<file path="config.mk">
export PLATFORM = sky130hd
export DESIGN_NAME = tiled_texture_address_generator_flat
export DESIGN_NICKNAME = d
export VERILOG_FILES = /design/src/hdl/tta_pkg.sv /design/src/hdl/tta_in_if.sv /design/src/hdl/tta_out_if.sv /design/src/hdl/tta_cfg_if.sv /design/src/hdl/tiled_texture_address_generator.sv /design/src/flat_wrapper.sv
export SDC_FILE = /design/constraint.sdc
export NUM_CORES = 2
export LEC_CHECK = 0
export ABC_AREA = 1
export BUFFER_PORTS_ARGS = -buffer_cell sky130_fd_sc_hd__buf_2
export CAP_MARGIN = 0
export CORE_ASPECT_RATIO = 0.7
export CORE_MARGIN = 10
export CORE_UTILIZATION = 60
export CTS_CLUSTER_DIAMETER = 120
export DETAILED_ROUTE_END_ITERATION = 8
export PLACE_DENSITY = 0.85
export SKIP_CTS_REPAIR_TIMING = 1
export SLEW_MARGIN = 20
export SYNTH_ARGS = -nofsm -noshare
export SYNTH_HDL_FRONTEND = slang
export SYNTH_SLANG_ARGS = --single-unit
</file>
<file path="constraint.sdc">
create_clock -name clk -period 9.4 [get_ports clk]
set_clock_uncertainty 0.2 [all_clocks]
set_input_delay 1.88 -clock clk [delete_from_list [all_inputs] [get_ports clk]]
set_output_delay 1.88 -clock clk [all_outputs]
set_load 0.01 [all_outputs]
</file>
<file path="src/hdl/tta_pkg.sv">
// Shared constants, types and swizzle helpers for the tiled texture address generator.
// No dependencies; every other file refers to it by scoped names.
package tta_pkg;

  // Payload and register widths
  localparam int COORD_BITS  = 14;
  localparam int OFFSET_BITS = 40;
  localparam int BSM_W       = 2;
  localparam int ESL_W       = 3;
  localparam int BASE_W      = 40;
  localparam int BPR_W       = 15;
  localparam int TAIL_W      = 10;
  localparam int MIPW_W      = 15;
  localparam int SURF_W      = 40;
  localparam int CFG_IDX_W   = 3;
  localparam int CFG_DATA_W  = 40;

  // Datapath widths
  localparam int SWZ_W    = 16;
  localparam int BLOG_W   = 5;
  localparam int EXT_W    = 4;
  localparam int PROD_W   = COORD_BITS + BPR_W;
  localparam int BLK_W    = PROD_W + 1;
  localparam int SHB_W    = BLK_W + 16;
  localparam int FULL_A   = (SHB_W > OFFSET_BITS) ? SHB_W : OFFSET_BITS;
  localparam int FULL_B   = (FULL_A > BASE_W) ? FULL_A : BASE_W;
  localparam int FULL_C   = (FULL_B > SURF_W) ? FULL_B : SURF_W;
  localparam int FULL_W   = FULL_C + 2;
  localparam int LPROD_W  = COORD_BITS + MIPW_W;
  localparam int LIN_W    = LPROD_W + 1 + 4;
  localparam int LIN_EXT  = (LIN_W > OFFSET_BITS) ? LIN_W : OFFSET_BITS;

  typedef enum logic [CFG_IDX_W-1:0] {
    CFG_BLOCK_SIZE_MODE   = 3'd0,
    CFG_ELEMENT_SIZE_LOG2 = 3'd1,
    CFG_BASE_OFFSET       = 3'd2,
    CFG_BLOCKS_PER_ROW    = 3'd3,
    CFG_TAIL_X_OFFSET     = 3'd4,
    CFG_TAIL_Y_OFFSET     = 3'd5,
    CFG_MIP_WIDTH         = 3'd6,
    CFG_SURFACE_SIZE      = 3'd7
  } cfg_idx_t;

  typedef enum logic [BSM_W-1:0] {
    MODE_256B = 2'd0,
    MODE_4KB  = 2'd1,
    MODE_64KB = 2'd2
  } block_mode_t;

  localparam logic [ESL_W-1:0] MAX_ELOG2 = 3'd4;

  // +n = x bit n-1, -n = y bit n-1, 0 = no source
  typedef logic signed [4:0] src_t;
  localparam src_t SWZ_SRC [0:4][0:15] = '{
    '{ 5'sd1, 5'sd2, 5'sd3, 5'sd4, -5'sd1, -5'sd2, -5'sd3, -5'sd4,
       -5'sd5, 5'sd5, -5'sd6, 5'sd6, -5'sd7, 5'sd7, -5'sd8, 5'sd8 },
    '{ 5'sd0, 5'sd1, 5'sd2, 5'sd3, -5'sd1, -5'sd2, -5'sd3, 5'sd4,
       -5'sd4, 5'sd5, -5'sd5, 5'sd6, -5'sd6, 5'sd7, -5'sd7, 5'sd8 },
    '{ 5'sd0, 5'sd0, 5'sd1, 5'sd2, -5'sd1, -5'sd2, -5'sd3, 5'sd3,
       -5'sd4, 5'sd4, -5'sd5, 5'sd5, -5'sd6, 5'sd6, -5'sd7, 5'sd7 },
    '{ 5'sd0, 5'sd0, 5'sd0, 5'sd1, -5'sd1, -5'sd2, 5'sd2, 5'sd3,
       -5'sd3, 5'sd4, -5'sd4, 5'sd5, -5'sd5, 5'sd6, -5'sd6, 5'sd7 },
    '{ 5'sd0, 5'sd0, 5'sd0, 5'sd0, -5'sd1, -5'sd2, 5'sd1, 5'sd2,
       -5'sd3, 5'sd3, -5'sd4, 5'sd4, -5'sd5, 5'sd5, -5'sd6, 5'sd6 }
  };

  // Block size log2; the unused mode saturates to 64 KB
  function automatic logic [BLOG_W-1:0] blk_log2(input logic [BSM_W-1:0] mode);
    logic [BLOG_W-1:0] r;
    case (block_mode_t'(mode))
      MODE_256B: r = 5'd8;
      MODE_4KB:  r = 5'd12;
      default:   r = 5'd16;
    endcase
    return r;
  endfunction

  // Element size log2 clamped to 16 bytes
  function automatic logic [ESL_W-1:0] elem_log2(input logic [ESL_W-1:0] v);
    return (v > MAX_ELOG2) ? MAX_ELOG2 : v;
  endfunction

  // Widest x (want_y = 0) or y (want_y = 1) bit used inside a block
  function automatic logic [EXT_W-1:0] ext_log2(input logic [ESL_W-1:0] e,
                                                input logic [BLOG_W-1:0] bl,
                                                input logic want_y);
    logic [EXT_W-1:0] best;
    src_t             s;
    logic [4:0]       mag;
    best = '0;
    for (int b = 0; b < SWZ_W; b++) begin
      s   = SWZ_SRC[e][b];
      mag = s[4] ? 5'(-s) : 5'(s);
      if (5'(b) >= {2'b00, e} && 5'(b) < bl && s != 5'sd0 && s[4] == want_y &&
          mag[EXT_W-1:0] > best) begin
        best = mag[EXT_W-1:0];
      end
    end
    return best;
  endfunction

  // Bit-interleave pattern of the low eight coordinate bits
  function automatic logic [SWZ_W-1:0] swizzle(input logic [ESL_W-1:0] e,
                                               input logic [BLOG_W-1:0] bl,
                                               input logic [7:0] sx,
                                               input logic [7:0] sy);
    logic [SWZ_W-1:0] acc;
    src_t             s;
    logic [4:0]       mag;
    logic [4:0]       idx;
    acc = '0;
    for (int b = 0; b < SWZ_W; b++) begin
      s   = SWZ_SRC[e][b];
      mag = s[4] ? 5'(-s) : 5'(s);
      idx = mag - 5'd1;
      if (5'(b) >= {2'b00, e} && 5'(b) < bl && s != 5'sd0) begin
        acc[b] = s[4] ? sy[idx[2:0]] : sx[idx[2:0]];
      end
    end
    return acc;
  endfunction

endpackage

</file>
<file path="src/hdl/tta_in_if.sv">
// Coordinate input channel: valid/ready plus one element coordinate.
// Depends on tta_pkg for the coordinate width.
interface tta_in_if;
  logic                           valid;
  logic                           ready;
  logic [tta_pkg::COORD_BITS-1:0] col;
  logic [tta_pkg::COORD_BITS-1:0] row;

  modport source (output valid, col, row, input ready);
  modport sink   (input valid, col, row, output ready);
endinterface

</file>
<file path="src/hdl/tta_out_if.sv">
// Address result channel: valid/ready plus tiled offset, linear offset and range flag.
// Depends on tta_pkg for the offset width.
interface tta_out_if;
  logic                            valid;
  logic                            ready;
  logic [tta_pkg::OFFSET_BITS-1:0] tiled_offset;
  logic [tta_pkg::OFFSET_BITS-1:0] linear_offset;
  logic                            out_of_range;

  modport source (output valid, tiled_offset, linear_offset, out_of_range, input ready);
  modport sink   (input valid, tiled_offset, linear_offset, out_of_range, output ready);
endinterface

</file>
<file path="src/hdl/tta_cfg_if.sv">
// Configuration write channel: valid/ready, register index and write data.
// Depends on tta_pkg for the index and data widths.
interface tta_cfg_if;
  logic                           valid;
  logic                           ready;
  logic [tta_pkg::CFG_IDX_W-1:0]  index;
  logic [tta_pkg::CFG_DATA_W-1:0] data;

  modport source (output valid, index, data, input ready);
  modport sink   (input valid, index, data, output ready);
endinterface

</file>
<file path="src/hdl/tiled_texture_address_generator.sv">
// Tiled texture address generator: standard swizzle block addressing, linear offset
// and surface range check. Depends on tta_pkg and the tta_in_if/tta_out_if/tta_cfg_if
// interfaces.
//
//  channel  | dir | transfer payload                                | handshake
//  ---------+-----+-------------------------------------------------+-------------
//  in_ch    | in  | col, row                                        | valid/ready
//  out_ch   | out | tiled_offset, linear_offset, out_of_range       | valid/ready
//  cfg_ch   | in  | index (register number), data                   | valid/ready
//
// Cycles: one coordinate transfer per clock sustained while out_ch.ready is high;
//   after the input transfer the result moves through the input reg and the multiply
//   stage reg, and the add/compare stage feeds the output register it transfers from.
// The two 14x15 multipliers (block row, linear row) set the middle stage; the 48-bit
//   base/block add and range compare set the last.
// Reset: rst_n synchronous, active low; clears pipeline valids and loads register
//   reset values. cfg_ch is always ready.
// Stalls: each stage holds while the one after it is full and not draining, so
//   out_ch.ready low back-pressures in_ch through three registers without loss.
module tiled_texture_address_generator (
  input  logic clk,
  input  logic rst_n,
  tta_in_if.sink    in_ch,
  tta_out_if.source out_ch,
  tta_cfg_if.sink   cfg_ch
);

  localparam int CW = tta_pkg::COORD_BITS;
  localparam int OW = tta_pkg::OFFSET_BITS;

  // ---------------- configuration registers ----------------
  logic [tta_pkg::BSM_W-1:0]  block_size_mode_r;
  logic [tta_pkg::ESL_W-1:0]  element_size_log2_r;
  logic [tta_pkg::BASE_W-1:0] base_offset_r;
  logic [tta_pkg::BPR_W-1:0]  blocks_per_row_r;
  logic [tta_pkg::TAIL_W-1:0] tail_x_offset_r;
  logic [tta_pkg::TAIL_W-1:0] tail_y_offset_r;
  logic [tta_pkg::MIPW_W-1:0] mip_width_r;
  logic [tta_pkg::SURF_W-1:0] surface_size_r;

  assign cfg_ch.ready = 1'b1;

  always_ff @(posedge clk) begin
    if (!rst_n) begin
      block_size_mode_r   <= tta_pkg::BSM_W'(tta_pkg::MODE_4KB);
      element_size_log2_r <= '0;
      base_offset_r       <= '0;
      blocks_per_row_r    <= tta_pkg::BPR_W'(1);
      tail_x_offset_r     <= '0;
      tail_y_offset_r     <= '0;
      mip_width_r         <= tta_pkg::MIPW_W'(1);
      surface_size_r      <= '0;
    end else if (cfg_ch.valid && cfg_ch.ready) begin
      case (tta_pkg::cfg_idx_t'(cfg_ch.index))
        tta_pkg::CFG_BLOCK_SIZE_MODE:   block_size_mode_r   <= cfg_ch.data[tta_pkg::BSM_W-1:0];
        tta_pkg::CFG_ELEMENT_SIZE_LOG2: element_size_log2_r <= cfg_ch.data[tta_pkg::ESL_W-1:0];
        tta_pkg::CFG_BASE_OFFSET:       base_offset_r       <= cfg_ch.data[tta_pkg::BASE_W-1:0];
        tta_pkg::CFG_BLOCKS_PER_ROW:    blocks_per_row_r    <= cfg_ch.data[tta_pkg::BPR_W-1:0];
        tta_pkg::CFG_TAIL_X_OFFSET:     tail_x_offset_r     <= cfg_ch.data[tta_pkg::TAIL_W-1:0];
        tta_pkg::CFG_TAIL_Y_OFFSET:     tail_y_offset_r     <= cfg_ch.data[tta_pkg::TAIL_W-1:0];
        tta_pkg::CFG_MIP_WIDTH:         mip_width_r         <= cfg_ch.data[tta_pkg::MIPW_W-1:0];
        tta_pkg::CFG_SURFACE_SIZE:      surface_size_r      <= cfg_ch.data[tta_pkg::SURF_W-1:0];
        default: ;
      endcase
    end
  end

  // Decoded block geometry; users write config only with the pipe empty; the block does not enforce it
  logic [tta_pkg::BLOG_W-1:0] blog2;
  logic [tta_pkg::ESL_W-1:0]  elog2;
  logic [tta_pkg::EXT_W-1:0]  wlog2;
  logic [tta_pkg::EXT_W-1:0]  hlog2;

  assign blog2 = tta_pkg::blk_log2(block_size_mode_r);
  assign elog2 = tta_pkg::elem_log2(element_size_log2_r);
  assign wlog2 = tta_pkg::ext_log2(elog2, blog2, 1'b0);
  assign hlog2 = tta_pkg::ext_log2(elog2, blog2, 1'b1);

  // ---------------- pipeline handshake ----------------
  logic s1_v_r, s2_v_r, out_v_r;
  logic out_free, s2_ready, s1_ready;

  assign out_free    = !out_v_r || out_ch.ready;
  assign s2_ready    = !s2_v_r || out_free;
  assign s1_ready    = !s1_v_r || s2_ready;
  assign in_ch.ready = s1_ready;

  // ---------------- stage 1: input register ----------------
  logic [CW-1:0] s1_col_r, s1_row_r;

  always_ff @(posedge clk) begin
    if (!rst_n) begin
      s1_v_r <= 1'b0;
    end else if (s1_ready) begin
      s1_v_r <= in_ch.valid;
    end
  end

  always_ff @(posedge clk) begin
    if (in_ch.valid && s1_ready) begin
      s1_col_r <= in_ch.col;
      s1_row_r <= in_ch.row;
    end
  end

  // ---------------- stage 2: multiplies and bit-interleave pattern ----------------
  logic [CW-1:0]                   row_sh_nxt, col_sh_nxt;
  logic [7:0]                      sx_nxt, sy_nxt;
  logic [tta_pkg::PROD_W-1:0]      bprod_nxt;
  logic [tta_pkg::LPROD_W-1:0]     lprod_nxt;
  logic [tta_pkg::SWZ_W-1:0]       swz_nxt;

  logic [CW-1:0]                   s2_col_r, s2_col_sh_r;
  logic [tta_pkg::PROD_W-1:0]      s2_bprod_r;
  logic [tta_pkg::LPROD_W-1:0]     s2_lprod_r;
  logic [tta_pkg::SWZ_W-1:0]       s2_swz_r;

  always_comb begin
    row_sh_nxt = s1_row_r >> hlog2;
    col_sh_nxt = s1_col_r >> wlog2;
    // tail offsets feed only the in-block pattern, low eight bits
    sx_nxt     = s1_col_r[7:0] + tail_x_offset_r[7:0];
    sy_nxt     = s1_row_r[7:0] + tail_y_offset_r[7:0];
    swz_nxt    = tta_pkg::swizzle(elog2, blog2, sx_nxt, sy_nxt);
    bprod_nxt  = tta_pkg::PROD_W'(row_sh_nxt) * tta_pkg::PROD_W'(blocks_per_row_r);
    lprod_nxt  = tta_pkg::LPROD_W'(s1_row_r) * tta_pkg::LPROD_W'(mip_width_r);
  end

  always_ff @(posedge clk) begin
    if (!rst_n) begin
      s2_v_r <= 1'b0;
    end else if (s2_ready) begin
      s2_v_r <= s1_v_r;
    end
  end

  always_ff @(posedge clk) begin
    if (s1_v_r && s2_ready) begin
      s2_col_r    <= s1_col_r;
      s2_col_sh_r <= col_sh_nxt;
      s2_bprod_r  <= bprod_nxt;
      s2_lprod_r  <= lprod_nxt;
      s2_swz_r    <= swz_nxt;
    end
  end

  // ---------------- stage 3: sums, range check, output register ----------------
  logic [tta_pkg::BLK_W-1:0]   blk_nxt;
  logic [tta_pkg::FULL_W-1:0]  full_nxt;
  logic [tta_pkg::FULL_W-1:0]  end_nxt;
  logic [tta_pkg::LIN_EXT-1:0] lin_nxt;
  logic                        oor_nxt;

  logic [OW-1:0] out_tiled_r, out_linear_r;
  logic          out_oor_r;

  always_comb begin
    blk_nxt  = tta_pkg::BLK_W'(s2_bprod_r) + tta_pkg::BLK_W'(s2_col_sh_r);
    full_nxt = tta_pkg::FULL_W'(base_offset_r)
             + (tta_pkg::FULL_W'(blk_nxt) << blog2)
             + tta_pkg::FULL_W'(s2_swz_r);
    // compare before wrap: a wrapped offset always reads out of range
    end_nxt  = full_nxt + (tta_pkg::FULL_W'(1) << elog2);
    oor_nxt  = end_nxt > tta_pkg::FULL_W'(surface_size_r);
    lin_nxt  = (tta_pkg::LIN_EXT'(s2_lprod_r) + tta_pkg::LIN_EXT'(s2_col_r)) << elog2;
  end

  always_ff @(posedge clk) begin
    if (!rst_n) begin
      out_v_r <= 1'b0;
    end else if (out_free) begin
      out_v_r <= s2_v_r;
    end
  end

  always_ff @(posedge clk) begin
    if (s2_v_r && out_free) begin
      out_tiled_r  <= full_nxt[OW-1:0];
      out_linear_r <= lin_nxt[OW-1:0];
      out_oor_r    <= oor_nxt;
    end
  end

  assign out_ch.valid         = out_v_r;
  assign out_ch.tiled_offset  = out_tiled_r;
  assign out_ch.linear_offset = out_linear_r;
  assign out_ch.out_of_range  = out_oor_r;

  // ---------------- assertions ----------------
  a_in_captured: assert property (@(posedge clk) disable iff (!rst_n)
    (in_ch.valid && in_ch.ready) |=> s1_v_r)
    else $error("accepted coordinate not captured in stage 1");

  a_s1_hold: assert property (@(posedge clk) disable iff (!rst_n)
    (s1_v_r && !s2_ready) |=> (s1_v_r && $stable(s1_col_r) && $stable(s1_row_r)))
    else $error("stage 1 lost or changed a stalled coordinate");

  a_out_source: assert property (@(posedge clk) disable iff (!rst_n)
    $rose(out_v_r) |-> $past(s2_v_r))
    else $error("result appeared without an item in stage 2");

  a_s2_hold: assert property (@(posedge clk) disable iff (!rst_n)
    (s2_v_r && !out_free) |=> (s2_v_r && $stable(s2_bprod_r) && $stable(s2_swz_r)))
    else $error("stage 2 lost or changed a stalled item");

endmodule
</file>
<file path="src/flat_wrapper.sv">
// flat-port wrapper written by rule: the top's interface ports become plain ports
module tiled_texture_address_generator_flat 
  (clk, rst_n, in_ch_valid, in_ch_col, in_ch_row, in_ch_ready, out_ch_valid, out_ch_tiled_offset, out_ch_linear_offset, out_ch_out_of_range, out_ch_ready, cfg_ch_valid, cfg_ch_index, cfg_ch_data, cfg_ch_ready);
  tta_in_if in_ch_i ();
  tta_out_if out_ch_i ();
  tta_cfg_if cfg_ch_i ();
  input  logic clk;
  input  logic rst_n;
  input wire logic [$bits(in_ch_i.valid)-1:0] in_ch_valid;
  input wire logic [$bits(in_ch_i.col)-1:0] in_ch_col;
  input wire logic [$bits(in_ch_i.row)-1:0] in_ch_row;
  output wire logic [$bits(in_ch_i.ready)-1:0] in_ch_ready;
  output wire logic [$bits(out_ch_i.valid)-1:0] out_ch_valid;
  output wire logic [$bits(out_ch_i.tiled_offset)-1:0] out_ch_tiled_offset;
  output wire logic [$bits(out_ch_i.linear_offset)-1:0] out_ch_linear_offset;
  output wire logic [$bits(out_ch_i.out_of_range)-1:0] out_ch_out_of_range;
  input wire logic [$bits(out_ch_i.ready)-1:0] out_ch_ready;
  input wire logic [$bits(cfg_ch_i.valid)-1:0] cfg_ch_valid;
  input wire logic [$bits(cfg_ch_i.index)-1:0] cfg_ch_index;
  input wire logic [$bits(cfg_ch_i.data)-1:0] cfg_ch_data;
  output wire logic [$bits(cfg_ch_i.ready)-1:0] cfg_ch_ready;
  assign in_ch_i.valid = in_ch_valid;
  assign in_ch_i.col = in_ch_col;
  assign in_ch_i.row = in_ch_row;
  assign in_ch_ready = in_ch_i.ready;
  assign out_ch_valid = out_ch_i.valid;
  assign out_ch_tiled_offset = out_ch_i.tiled_offset;
  assign out_ch_linear_offset = out_ch_i.linear_offset;
  assign out_ch_out_of_range = out_ch_i.out_of_range;
  assign out_ch_i.ready = out_ch_ready;
  assign cfg_ch_i.valid = cfg_ch_valid;
  assign cfg_ch_i.index = cfg_ch_index;
  assign cfg_ch_i.data = cfg_ch_data;
  assign cfg_ch_ready = cfg_ch_i.ready;
  tiled_texture_address_generator u_core (.clk(clk), .rst_n(rst_n), .in_ch(in_ch_i), .out_ch(out_ch_i), .cfg_ch(cfg_ch_i));
endmodule
</file>
==> metrics.csv <==
stage,metric,value,unit
status,status,completed,
sta,setup_violations,0,
setup_path,slowest_stage,fa_1,
global_routing,overflow,0,
cts,cts_tree,built,
sta,finalSetupTns,0,ns
detailed_routing,vias,33100,
global_routing,antenna_found_initial,1,
detailed_routing,met1_length,46300,um
setup_path,critPathMaxFanout,20,
sta,finalMaxSlewViolations,0,
detailed_routing,routed_wl,108000,um
global_routing,grt_pass1_vias,32000,
detailed_routing,drc,0,
setup_path,required,9.54,ns
synthesis,synth_fa_ha_area_share,29.2,%
floorplan,fp.dieArea,72200,um^2
layout,fill_cells,5079,
worst_hold_path,hold_path_class,reg2reg,
pwr,peakVddDrop,0.000167,V
synthesis,synthCells,4851,
cts,htree_levels,2,
placed_design,gp_congestion,1.01,
sta,slew_headroom,33.3,%
layout,final_core_utilization,65.1,%
setup_path,r2r-end,u_core.s2_bprod_r[25],
synthesis,synth_compound_area_share,9.58,%
synthesis,synthFlopType,edfxtp_1,
placed_design,portBuffers,155,
floorplan,core_area,61300,um^2
cts,cts-root-buf,clkbuf_16,
synthesis,synth-edff-count,208,
detailed_routing,drt_iter0_drc,3814,
synthesis,synth.distinct_cells,59,
floorplan,dieHeight,228,um
synthesis,synth-xor-area-share,3.48,%
detailed_routing,dr.pass1.iters,6,
pwr,p_per_area,147,nW/um^2
cts,clkTransAtPathRegs,0.07,ns
detailed_routing,top_layer,met5,
setup_path,r2r-start,u_core.element_size_log2_r[2],
floorplan,die_w,317,um
detailed_routing,vias_per_cell,5.73,
sta,fin_crit_sh,94.6,%
synthesis,yosysSeqAreaShare,24.1,%
layout,nNetsFinal,5680,
worst_hold_path,min-delay-start,u_core.surface_size_r[14],
cts,clkLatencyLatePin,0.59,ns
setup_path,reg2reg_depth,34,
setup_path,start_kind,flip-flop,
sta,hold_violations,0,
setup_path,regToRegSetupSlack,0.51,ns
worst_hold_path,holdPathStages,2,
setup_path,setup.worst_path.end_class,flip-flop,
synthesis,syn_area,37000,um^2
setup_path,crit_path_max_incr_delay,0.57,ns
sta,fmax,0.112,GHz
worst_hold_path,min_to,u_core.surface_size_r[14],
detailed_routing,drtAntennaViolNets,0,
layout,layout-drive-gt1-share,7.80,%
global_routing,grt_start_max_net_pins,79,
sta,finalCriticalPeriod,8.89,ns
cts,cts_made_buffers,37,
global_routing,grt_usage,29.4,%
synthesis,synth_mux_area_share,0.243,%
synthesis,yosysTopAreaCell,fa_1,
cts,cts.sinks,342,
setup_path,path_class,reg2reg,
sta,rsz0062_at_grt,false,
layout,diodes,0,
layout,syn_to_final_growth,7.77,%
floorplan,rows,76,
synthesis,avgSynthCellArea,7.63,um^2
synthesis,synth_top_family_by_area,adder cells,
synthesis,synth-seq-cells,342,
detailed_routing,wl_per_cell,18.6,um
floorplan,boundaryPins,160,
pwr,p_leak,20.4,nW
detailed_routing,wl_met2,44600,um
sta,tightest_slew,1.00,ns
synthesis,synth_top_area_share,17.3,%
setup_path,cp.arrival,9.03,ns
synthesis,synthSimpleGateAreaFrac,23.0,%
synthesis,yosys_warnings,0,
synthesis,synthTopCellsByArea,"fa_1 (17%), edfxtp_1 (17%), ha_1 (12%), nand2_1 (12%), inv_1 (8.5%)",
global_routing,grt_pass1_wl,170000,um
synthesis,async_flop_share,0,%
job,cap_viol_max_count,0,
placed_design,dp_hpwl,86500,um
cts,cts_buffer_depth,3,
floorplan,floorplan.initialDensity,60.4,%
detailed_routing,wl_met3,14100,um
state kept, by name (all words and copies together), names as in the netlist, 15 cells and up:
signal	count
u_core.base_offset_r	40
u_core.s2_lprod_r	29
u_core.blocks_per_row_r	15
u_core.s2_bprod_r	29
u_core.mip_width_r	15
u_core.surface_size_r	40
u_core.s2_swz_r	16
u_core.out_ch.tiled_offset	40
u_core.out_ch.linear_offset	37
routing by layer:
metal | vias to the layer above | track usage, %
met1 | 15500 | 42.9
met5 | - | 0
li1 | 15500 | -
met2 | 1817 | 43.0
met3 | 216 | 7.44
met4 | 2 | 7.02
synth_stat cells (4+ instances only):
master / number
nand4_1: 63
nor3_2: 6
edfxtp_1: 208
a31oi_1: 13
buf_1: 13
o211ai_1: 21
a21oi_1: 244
nand3b_1: 10
ha_1: 353
o21ai_1: 9
xnor2_1: 45
inv_1: 836
buf_4: 4
buf_2: 13
a21o_1: 8
o21bai_1: 8
nand3_1: 173
clkinv_1: 10
mux2i_1: 9
dfxtp_1: 134
nor2_2: 25
nor4_1: 11
or2_2: 13
nor3_1: 32
nor2_1: 455
a21oi_2: 4
inv_2: 15
o21a_1: 7
a221oi_1: 6
o21ai_0: 280
o22ai_1: 14
clkbuf_1: 118
a211oi_1: 8
o221ai_1: 6
nand3_2: 6
xor2_1: 102
nand2_1: 1172
nand2_2: 33
fa_1: 320
nor2_4: 13
nand2_4: 5
kinds of logic (layout without fill, tap and decap cells):
group           after synthesis  after routing
compound gates              646            646
xor+xnor                    147            147
fa+ha+maj                   673            673
buf+inv                    1010           1109
flops                       342            342
mux                           9              9
other cells                   2             12
simple gates               2022           2022
critical path, delay by kind of cell (launching register included):
family	cells	cell delay, ns
buf+inv	9	1.15
simple gates	8	1.19
xor+xnor	1	0.14
compound gates	8	1.73
flops	1	0.40
fa+ha+maj	8	3.84
stage by stage:
| step | total power [mW] | instances | hold slack (ns) | worst slack, ns | instance area (um^2) |
|---|---|---|---|---|---|
| after global placement | 4.05 | 5711 | 0.251 | 0.554 | 38500 |
| after detailed placement | 4.13 | 5711 | 0.254 | 0.264 | 38500 |
| after CTS | 5.81 | 5779 | 0.266 | 0.246 | 39900 |
| after global routing | 6.21 | 5779 | 0.285 | 0.0380 | 39900 |
| after floorplan | 3.51 | 4861 | 0.226 | 1.17 | 37100 |
| final | 5.86 | 5779 | 0.266 | 0.506 | 39900 |
cell type report:
class	count	area, um^2	area share (%)
timing repair buffer	179	958	2.40
multi-input combinational	3509	24400	61.0
inverter	862	3250	8.16
sequential	342	8930	22.4
clock inverter	24	378	0.947
clock buffer	44	1000	2.52
tap	819	1020	2.57
cells in the final DEF, fill, tap and decap left out, types with 9 or more instances in the layout:
master	count
mux2i_1	9
edfxtp_1	208
nand4_1	63
nand2_2	33
buf_4	25
dfxtp_1	134
nor4_1	11
or2_2	13
inv_2	17
nor2_1	451
xor2_1	102
nand3_1	172
a21oi_1	243
a31oi_1	13
inv_1	832
buf_2	154
nor2_2	28
xnor2_1	45
o22ai_1	14
nor3_1	32
ha_1	353
fa_1	320
clkbuf_16	39
o21ai_0	280
nand2_1	1172
conb_1	12
nand3b_1	10
o211ai_1	21
nor2_4	14
power by group:
part	total [mW]	internal (mW)	switching (mW)	leakage (nW)
clock	1.67	0.980	0.687	0.670
sequential	1.83	1.73	0.0929	3.05
combinational	2.36	0.785	1.58	16.6
total	5.86	3.50	2.36	20.4
worst max-delay path by stage:
| stage | start | endpoint |
|---|---|---|
| after floorplan | u_core.element_size_log2_r[2] | u_core.s2_bprod_r[25] |
| after global placement | u_core.element_size_log2_r[2] | u_core.s2_bprod_r[25] |
| after detailed placement | u_core.element_size_log2_r[2] | u_core.s2_bprod_r[25] |
| after CTS | u_core.element_size_log2_r[2] | u_core.s2_bprod_r[25] |
| after global routing | u_core.element_size_log2_r[2] | u_core.s2_bprod_r[25] |
| final | u_core.element_size_log2_r[2] | u_core.s2_bprod_r[25] |
Power figures use the tool's default switching activity.
